File: src/dwps_pkg.sv
// Package for the dyadic width pulse search: widths, defaults, register indices and the queue item type.
// No dependencies.
package dwps_pkg;

    localparam int DEF_MAX_WIDTHS = 8;
    localparam int DEF_SAMPLE_BITS = 16;
    localparam int VAL_W = 40;
    localparam int POS_W = 17;
    localparam logic [16:0] SQRT2_Q16 = 17'd92682;

    localparam logic [2:0] REG_MEAN = 3'd0;
    localparam logic [2:0] REG_ISTD = 3'd1;
    localparam logic [2:0] REG_THR = 3'd2;
    localparam logic [2:0] REG_WCNT = 3'd3;
    localparam logic [2:0] REG_BLK = 3'd4;

    typedef struct packed {
        logic [15:0] sample;
        logic [11:0] dm;
        logic [2:0] ds;
        logic last;
    } item_t;

endpackage

File: src/dwps_cfg.sv
// Configuration registers of the pulse search.
// Depends on dwps_pkg.
module dwps_cfg
    import dwps_pkg::*;
(
    input  logic clk,
    input  logic rst_n,
    input  logic cfg_we,
    input  logic [2:0] cfg_index,
    input  logic [23:0] cfg_data,
    output logic [23:0] mean_level,
    output logic [23:0] inverse_stdev,
    output logic [15:0] snr_threshold,
    output logic [3:0] width_count,
    output logic [16:0] block_samples
);

    always_ff @(posedge clk or negedge rst_n)
    begin
        if (!rst_n)
        begin
            mean_level <= '0;
            inverse_stdev <= 24'd65536;
            snr_threshold <= 16'd1536;
            width_count <= 4'd8;
            block_samples <= 17'd4096;
        end
        else if (cfg_we)
        begin
            unique case (cfg_index)
                REG_MEAN: mean_level <= cfg_data;
                REG_ISTD: inverse_stdev <= cfg_data;
                REG_THR:  snr_threshold <= cfg_data[15:0];
                REG_WCNT: width_count <= cfg_data[3:0];
                REG_BLK:  block_samples <= cfg_data[16:0];
                default: ;
            endcase
        end
    end

endmodule

File: config.mk
export PLATFORM = sky130hd
export DESIGN_NAME = dwps_cfg
export DESIGN_NICKNAME = d
export VERILOG_FILES = /design/src/dwps_pkg.sv /design/src/dwps_cfg.sv
export SDC_FILE = /design/constraint.sdc
export NUM_CORES = 1
export LEC_CHECK = 0
export ABC_AREA = 1
export BUFFER_PORTS_ARGS = -buffer_cell sky130_fd_sc_hd__buf_2
export CAP_MARGIN = 20
export CORE_UTILIZATION = 45
export CTS_CLUSTER_DIAMETER = 200
export DETAILED_ROUTE_END_ITERATION = 6
export GPL_TIMING_DRIVEN = 0
export PLACE_DENSITY_LB_ADDON = 0.3
export REMOVE_ABC_BUFFERS = 1
export SLEW_MARGIN = 20
export SYNTH_ARGS = -nofsm -noshare
export SYNTH_HDL_FRONTEND = slang
export SYNTH_SLANG_ARGS = --single-unit
File: constraint.sdc
create_clock -name clk -period 0.8 [get_ports clk]
set_input_delay 0.12 -clock clk [delete_from_list [all_inputs] [get_ports clk]]
set_output_delay 0.12 -clock clk [all_outputs]
set_load 0.05 [all_outputs]
# == Word-level counts from Yosys, hierarchy flattened ==
# Index checks and enable logic that the tools add are counted.
# op_classes
n_reduce_logical,6
eq_ne,4
# op_table
op,count
AND reduction 2 bit,5
equality test 3 x 2 -> 1 bit (second input constant),2
equality test 3 x 1 -> 1 bit (second input constant),1
equality test 3 bit (second input constant),1
zero test 3 bit,1
# totals
elab_cells,15
in_bits,30
out_inout_bits,85
ff_bits,85

# == Logic depth before layout (Yosys ltp) ==
# depth
ltp_word,2
ltp_mapped,6
mapped_depth_nobuf,5

# == Worst setup path after synthesis ==
# No wires, ideal clock.
# synth_timing
path_type,in2reg
startpoint,input cfg_we
endpoint,register mean_level[0]
path_buffers,1
required_time_ns,0.681
stages,6
setup_ns,0.119
slack_ns,-0.072
t_arrival_ns,0.753
cell_sequence,inv_1 > nor2_8 > nand2_1 > buf_2 > nand2_1 > nand2_1
# synth_between
elab_chain_len,1
# synth_rtl
item,line,source
start: declaration,dwps_cfg.sv:8,"input logic cfg_we,"
AND reduction 2 bit (no line),-,
end signal: assignment,dwps_cfg.sv:31,REG_MEAN: mean_level <= cfg_data;
end: declaration,dwps_cfg.sv:11,"output logic [23:0] mean_level,"
# Every way passes these cells.
# A chain may end at the register's enable or synchronous reset.

# == Worst setup path in the final report ==
# layout_timing
startpoint,register snr_threshold[9]
endpoint,output snr_threshold[9]
# layout_lines
item,line,source
start: declaration,dwps_cfg.sv:13,"output logic [15:0] snr_threshold,"
start signal: assignment,dwps_cfg.sv:33,REG_THR: snr_threshold <= cfg_data[15:0];
# No word-level cell between the ends.

==> results.cfg <==
[place]
finalWeightedCongestion = 0.7084
detailed_place.area_um2 = 4038
placed_cells_incl_taps = 570
place_worst_setup_slack_ps = -1721
buffer_ports.inserted = 114
detailedPlacementHpwl_um = 5235

[timing]
timing.final.crit_share_pct = 150.1
max-slew-margin-rel_pct = 67.43
setup-tns-final_ps = -22020
timing.final.ws_setup_ps = -401.1
timing.final.hold_violations = 30
setup_viol = 114
max_freq_mhz = 832.5
finalCriticalPeriod_ps = 1201
post_route_hold_slack_ps = -298.7
timing.final.max_slew_violations = 0
rsz0062_at_grt = yes
max_slew.worst_pin.slew_ps = 487.4
skew_ps = 0

[logic_synthesis]
synth.avg_cell_area_um2 = 9.170
yosys.cell_types.count = 15
synth_seq_cells = 85
synth-warning-count = 0
sequential_element_share_of_the_synthesized_area_pct = 61.71
synthCells = 377
syn-cell-area_um2 = 3457

[layout]
layout-drive-gt1-share_pct = 48.58
final_net_count = 589
layout_commonest_cell = nand2_1
diodes = 0
finalNonFillerCells = 663
stdcell_area_um2 = 5889
final_cell_mix = nand2_1 (167), buf_6 (87), dfrtp_1 (80), buf_4 (50), nand3_2 (46)
area.growth.synth_to_final_pct = 70.36
filler_cell_count = 425

[setup_path]
slowest_delay_ps = 570
critical_path_required_ps = 680
timing.critical_path.buf_inv = 1
timing.critical_path.slowest_stage_cell = dfstp_2
cp_data_arrival_time_ps = 1080
worstSetupPathType = reg -> out
worstSetupEndpointType = output pin
cp-start-kind = flop
cp_max_fo = 2
top_family_by_delay_on_critical_path = flip-flops
path_cells = buf_8

[clock_tree]
cts_num_sinks = 85
cts_root_buffer = clkbuf_8
number_of_buffers_added_by_the_clock_tree_synthesis_step = 9
clkTransAtPathRegs_ps = 90
ctsLongestPathBuffers = 2
cts_max_level = 3
clk_latency_ps = 360
tritoncts = built
cts_hold_buf = 5

[routing]
drt.antenna.violating_nets = 0
detailroute.via_count = 3584
finalWirelength_um = 12760
routedWlPerCell_um = 19.24
routed_via_density = 5.406
firstDrtPassIters = 5
initialDrtViolationCount = 252
post_route_drc = 0

[floorplan]
core-area_um2 = 7331
initial_core_util_pct = 47.16
dieWidth_um = 89.65
floorplan.io_pins = 115
fp-row-count = 31
fp.dieArea_um2 = 8037
die_y_um = 89.65

[power]
power.total_mw = 15.74
power.ir.vdd_worst_v = 0.001508
p_leak_nw = 3.016
power.density_cell_area_nw_per_um2 = 2673

[global_routing]
global_route_wire_length_before_repair_um = 17610
pin_count_of_the_biggest_net_entering_global_routing = 54
overflow = 0
grtUsageTotal_pct = 30.64
grt_antenna_before_repair = 0
vias_in_the_first_global_route = 3362

[outcome]
violations_in_the_final_reports = negative hold slack, negative setup slack
run_status = finished with violations

[job]
cap_violations = 0

[hold_path]
hp-class = in -> async
[stage by stage]
stage / hold slack [ps] / utilization (%)
6_report: -298.7 / 80.34
5_1_grt: -269.0 / 80.34
3_3_place_gp: 364.3 / 54.67
2_1_floorplan: -175.6 / -
4_1_cts: -287.1 / 73.77
3_5_place_dp: 101.2 / 55.08
[cell usage after synthesis, drive strengths merged]
library cell  instances  area, um^2
clkbuf                2       7.510
buf                  19       136.4
dfrtp                80        2002
dfstp                 5       131.4
nand3                85       425.4
nor2                  4       53.80
inv                   5       18.77
nand2               177       681.9
[worst reg2reg max path: stages, from the launching register on]
cell and delay, ps:
dfrtp_1 390, buf_4 140, buf_4 120, nand2_1 60
nand2_1 50
[worst paths after layout]
check,slack (ps),end,depth (start not counted),startpoint
worst max-delay path,-400,snr_threshold[9],1,snr_threshold[9]
max in group asynchronous,440,inverse_stdev[16],2,rst_n
worst min register to register,490,block_samples[12],2,block_samples[12]
worst min-delay path,-300,mean_level[10],1,rst_n
min in group clk,0,mean_level[23],3,cfg_data[23]
worst max register to register,-60,mean_level[10],4,mean_level[10]
[per-layer routing]
layer | track usage [%] | up-vias | routed length, um
li1 | - | 1584 | -
met1 | 36.70 | 1732 | 4995
met2 | 51.45 | 216 | 6389
met3 | 6.856 | 52 | 937
met4 | 16.74 | 0 | 432
met5 | 0 | - | 0
[area by class of cell]
class                           count  area (um^2)  area share, %
Clock buffer                        9        123.9          2.103
Clock inverter                      7        48.80         0.8286
Inverter                            5        27.53         0.4674
Multi-Input combinational cell    273         1549          26.30
Sequential cell                    85         2133          36.22
Tap cell                           99        123.9          2.103
Timing Repair Buffer              185         1883          31.97
[what timing repair did]
| item | CTS | global route |
|---|---|---|
| buffers inserted | 37 | 32 |
| setup endpoints to repair | 170 | 159 |
| gates cloned | 7 | 3 |
| gates resized for setup | 206 | 59 |
| hold endpoints to repair | 36 | 30 |
| pin swaps | 23 | 43 |
[cells by family (layout without fill, tap and decap cells)]
logic type,Yosys count,in the layout,synth area share (%)
flip-flops,85,85,61.71
buffers and inverters,26,206,4.705
AND/OR/NAND/NOR,266,273,33.59
[power breakdown]
| part | internal [mW] | switching, mW | total [mW] |
|---|---|---|---|
| logic | 2.67 | 4.48 | 7.15 |
| clock network | 1.14 | 1.66 | 2.80 |
| registers | 5.14 | 0.656 | 5.79 |
[flip-flops by register name, summed over array words and instances, names as in the netlist]
signal         count
inverse_stdev     24
mean_level        24
block_samples     17
snr_threshold     16
width_count        4
Note: power is estimated with default switching activity, not from simulation.
