### config.mk
export PLATFORM = sky130hd
export DESIGN_NAME = dwps_front
export DESIGN_NICKNAME = d
export VERILOG_FILES = /design/src/dwps_pkg.sv /design/src/dwps_front.sv
export SDC_FILE = /design/constraint.sdc
export NUM_CORES = 1
export LEC_CHECK = 0
export BUFFER_PORTS_ARGS = -buffer_cell sky130_fd_sc_hd__buf_2
export CAP_MARGIN = 25
export CORE_MARGIN = 5
export CORE_UTILIZATION = 33
export CTS_CLUSTER_DIAMETER = 60
export DETAILED_ROUTE_END_ITERATION = 12
export GPL_ROUTABILITY_DRIVEN = 0
export GPL_TIMING_DRIVEN = 1
export PLACE_DENSITY = 0.5
export SLEW_MARGIN = 20
export SYNTH_ARGS = -nofsm -noshare
export SYNTH_HDL_FRONTEND = slang
export SYNTH_SLANG_ARGS = --single-unit
### constraint.sdc
create_clock -name clk -period 6.9 [get_ports clk]
set_clock_uncertainty 0.15 [all_clocks]
set_input_delay 0.69 -clock clk [delete_from_list [all_inputs] [get_ports clk]]
set_output_delay 0.69 -clock clk [all_outputs]
set_load 0.02 [all_outputs]
### src/dwps_pkg.sv
// Package for the dyadic width pulse search: widths, defaults, register indices and the queue item type.
// No dependencies.
package dwps_pkg;

    localparam int DEF_MAX_WIDTHS = 8;
    localparam int DEF_SAMPLE_BITS = 16;
    localparam int VAL_W = 40;
    localparam int POS_W = 17;
    localparam logic [16:0] SQRT2_Q16 = 17'd92682;

    localparam logic [2:0] REG_MEAN = 3'd0;
    localparam logic [2:0] REG_ISTD = 3'd1;
    localparam logic [2:0] REG_THR = 3'd2;
    localparam logic [2:0] REG_WCNT = 3'd3;
    localparam logic [2:0] REG_BLK = 3'd4;

    typedef struct packed {
        logic [15:0] sample;
        logic [11:0] dm;
        logic [2:0] ds;
        logic last;
    } item_t;

endpackage

### src/dwps_front.sv
// Front end: accepts sample words and buffers them in a short queue.
// Depends on dwps_pkg.
module dwps_front
    import dwps_pkg::*;
(
    input  logic clk,
    input  logic rst_n,
    input  logic in_valid,
    output logic in_ready,
    input  item_t in_item,
    output logic q_valid,
    input  logic q_take,
    output item_t q_item
);

    item_t mem_reg [2];
    logic [1:0] cnt_reg;
    logic rd_reg;
    logic wr_reg;
    logic push;

    assign in_ready = (cnt_reg != 2'd2);
    assign push = in_valid && in_ready;
    assign q_valid = (cnt_reg != 2'd0);
    assign q_item = mem_reg[rd_reg];

    always_ff @(posedge clk or negedge rst_n)
    begin
        if (!rst_n)
        begin
            cnt_reg <= 2'd0;
            rd_reg <= 1'b0;
            wr_reg <= 1'b0;
        end
        else
        begin
            if (push)
                wr_reg <= ~wr_reg;
            if (q_take)
                rd_reg <= ~rd_reg;
            if (push && !q_take)
                cnt_reg <= cnt_reg + 2'd1;
            else if (!push && q_take)
                cnt_reg <= cnt_reg - 2'd1;
        end
    end

    always_ff @(posedge clk)
    begin
        if (push)
            mem_reg[wr_reg] <= in_item;
    end

endmodule

; ---- After elaboration in Yosys (flattened, before gate mapping)
; Memory sizes are Yosys's and may differ from the RTL's.
; Index checks and enable logic that the tools add are counted.
[classes]
shift = 0
magnitude_cmp = 0
mul = 0
add_sub_neg = 2
eq_ne = 1
div = 0
reduce_logical = 7
muxes = 4
bitwise = 2
[ops]
columns = cell, n
row1 = $mux W2, 2
row2 = $reduce_bool A2 Y1, 2
row3 = $logic_and A1 B1 Y1, 3
row4 = $add A2 B1 Y2 const B, 1
row5 = $logic_not A1 Y1, 2
row6 = $mux W1, 2
row7 = $ne A2 B2 Y1 const B, 1
row8 = $not A1 Y1, 2
row9 = $sub A2 B1 Y2 const B, 1
[word_totals]
ram_bits = 64
latch_bits = 0
regBits = 4
in_bits = 36
mem_count = 1
word_cells = 20
romBits = 0
output_inout_bits = 34
[memory_table]
columns = name, words, word_bits, rd, rd_clocked_by_memory_dff, write_ports, line
row1 = mem_reg, 2, 32, 1, 0, 1, dwps_front.sv:16  ; item_t mem_reg [2];

; ---- Depth between registers and ports, before layout
[depth]
depth_word = 6
ltp_mapped = 7
depth_no_buf = 7

; ---- Worst setup path after synthesis
; Ideal clock, no wire load.
[synth_timing]
path_type = flip-flop to flip-flop
startpoint = reg cnt_reg[0]
endpoint = mem mem_reg[0][0] (netlist name) (enable)
setup_time_ns = 0.421
path_buffers = 0
t_required_ns = 6.329
stages_incl_launch_ff = 4
t_arrival_ns = 2.154
slack_ns = 4.175
cell_sequence = dfrtp_1 -> nand2b_1 -> nand2_1 -> nor2_1
[synth_between]
elab_chain_cells = 4
[synth_lines]
columns = element, line
row1 = "start, declared", dwps_front.sv:17  ; logic [1:0] cnt_reg;
row2 = "start signal, assigned", dwps_front.sv:42  ; cnt_reg <= cnt_reg + 2'd1;
row3 = "start signal, assigned", dwps_front.sv:44  ; cnt_reg <= cnt_reg - 2'd1;
row4 = $ne A2 B2 Y1, dwps_front.sv:22  ; assign in_ready = (cnt_reg != 2'd2);
row5 = via in_ready, dwps_front.sv:9  ; output logic in_ready,
row6 = $logic_and A1 B1 Y1, dwps_front.sv:23  ; assign push = in_valid && in_ready;
row7 = $mux W1, dwps_front.sv:50  ; if (push)
row8 = $mux W1 (implied by the code), dwps_front.sv:51  ; mem_reg[wr_reg] <= in_item;
row9 = "end, declared", dwps_front.sv:16
; The timed path passes the listed nets, and every way through them passes these cells.

==> summary.md <==
| Metric | Value |
|---|---|
| Status | finished, final reports clean |
| TritonRoute pass-1 iters | 4 |
| Fraction of layout cells with a size suffix above 1 | a little under three fifths |
| Cell taking the most area after synthesis | edfxtp_1 |
| Most frequent cell after synthesis | edfxtp_1 |
| Pleak | 1.30 nW |
| Clock latency on the worst-skew pair | between 0.3 and 0.4 ns |
| Sequential fraction of the synthesis area | 76.1% |
| Post-route ant nets | 0 |
| Fin crit share | 40.7% |
| I/O pin total | 70 |
| Type of origin of the critical path | register |
| Clock sinks | 68 |
| Overall Power | 1.38 mW |
| Post-route core utilization | 41.7% |
| Vias per cell | roughly 4.3 |
| Number of placement rows | 32 |
| Cts repair resizes | 0 |
| I/O Buffers | 69 |
| Die W | ~100 microns |
| Post-synth top cells | 64 x edfxtp_1, 29 x mux2_4, 4 x dfrtp_1 |
| Crit path kind | register to output port |
| Worst Path Max Fanout | 33 |
| H-tree levels | 3 |
| Post-Syn Nets | 155 |
| Arrival @ worst endpoint | 1.96 ns |
| Syn Inst Count | 118 |
| Vias in the first global route | approximately 1.5k |
| Gr usage total | a little under 10% |
| WL/cell | 15.6 microns |
| Via count | 1291 |
| Worst Setup End Kind | output port |
| Grt ovf | 0 |
| Max-cap violations | 0 |
| Hold Worst Slack | 0.344 ns |
| Synth warn | 0 |
| RSZ-0062 raised after global routing | false |
| Starting Density | 34.2% |
| Setup TNS after final layout | 0 ns |
| Worst hold path class | register to register |
| Synth Area per Inst | about 23 sq um |
| Initial antenna violation count | 0 |
| Fmax | 357 MHz |
| Top_reg_cell synth | edfxtp_1 |
| Worst slew margin | 30.7% |
| Largest cells by area after synthesis | edfxtp_1 72%, mux2_4 16%, dfrtp_1 3.8% |
| Synth Register Bits | 68 |
| Mapped cell area | 2660 sq um |
| First-pass GRT wire length | 7290 microns |
| PD cells | 425 nW/um^2 |
| Fin. Hold Viols | 0 |
| Worst-path clk slew | 0.06 ns |
| Largest net degree at the start of global routing | 34 |
| CTS Buffer Depth | 2 |
| Maximum vdd drop | 0.000217 V |
| Post-synth ARST share | 5.88% |
| Fin. max-slew vios | 0 |
| Critical path required time | between 6 and 7 ns |
| Final Critical Period | 2.80 ns |
| CTS Buf Count | 9 |
| Post-route DRC | 0 |
| Syn-to-layout area delta | 21.8% |
| Initial DRC count | 46 |
| Nets | around 230 |
| Unique cell type count in the Yosys netlist | 15 |
| Post-synth EDFFs | 64 |
| Die area | 9940 sq um |
| Diodes inserted | 0 |
| CTS tree | done |
| Hpwl dp | 3290 microns |
| Area of the core | 7770 sq um |
| Max reg flops | 64 |
| Root buffer cell | clkbuf_8 |
| DIE HEIGHT | about 100 microns |
| WL final | 4710 microns |
| Area fraction of the dominant cell type after synthesis | 72.4% |
| Final setup vio count | 0 |
| Slew @ Worst Pin | about 1.0 ns |
==> cells in the final DEF, fill, tap and decap left out, drive strengths merged <==
cell type	count
and3	1
buf	70
clkbuf	12
clkinv	4
dfrtp	4
dlygate4sd3	1
edfxtp	64
ha	1
inv	2
mux2	32
nand2	1
nand2b	1
nor2	2
or2	1
xnor2	2
xor2	3
==> kinds of logic (layout without fill, tap and decap cells) <==
logic type | count (synthesis) | count (layout) | share of synthesized area, %
flip-flops | 68 | 68 | 76.1
multiplexers | 32 | 32 | 17.7
AND/OR/NAND/NOR | 6 | 6 | 1.13
buffers and inverters | 6 | 89 | 2.97
XOR/XNOR | 5 | 5 | 1.65
adder cells (fa/ha/maj) | 1 | 1 | 0.471
==> worst max-delay path, stage by stage (launching register included) <==
cell and delay, ns:
dfrtp_2 1.05, mux2_2 0.42, buf_2 0.16
==> final cells by class <==
type	count	area, sq um
repair buffers	71	363
clock buffers	12	135
inverters	2	7.51
fillers	726	4530
well taps	102	128
clock inverters	4	16.3
flip-flops and latches	68	2020
multi-input cells	44	563
==> worst paths after layout <==
path	start	endpoint	cells past startpoint	slack [ns]
min	cnt_reg[1]	cnt_reg[1]	1	0.34
min in group asynchronous	rst_n	cnt_reg[0]	2	0.55
max reg2reg	cnt_reg[0]	mem_reg[1][11]	3	4.75
min reg2reg	cnt_reg[1]	cnt_reg[1]	1	0.34
max in group asynchronous	rst_n	rd_reg	2	5.92
max	rd_reg	q_item[24]	2	4.10
==> power breakdown <==
| group | internal [mW] | switching (mW) |
|---|---|---|
| logic | 0.229 | 0.241 |
| registers | 0.567 | 0.0823 |
| clock network | 0.127 | 0.130 |
| total | 0.922 | 0.453 |
==> per-layer routing <==
layer	vias to the layer above	track usage, %	wire [microns]
met4	0	3.78	23
li1	609	-	-
met3	4	4.07	280
met5	-	0	0
met1	640	10.2	1760
met2	38	17.7	2650
==> through the flow <==
step | worst slack, ns | instances | area, sq um
after detailed placement | 4.42 | 286 | 3070
after global placement | 4.46 | 286 | 3070
final | 4.10 | 303 | 3240
after CTS | 4.05 | 303 | 3240
after global routing | 3.99 | 303 | 3240
after floorplan | 4.17 | 118 | 2660
==> what timing repair did <==
item / in CTS / in global routing
hold buffers: 1 / 0
hold endpoints to repair: 4 / 0
setup buffers: 0 / 0
Note: power is estimated with default switching activity, not from simulation.
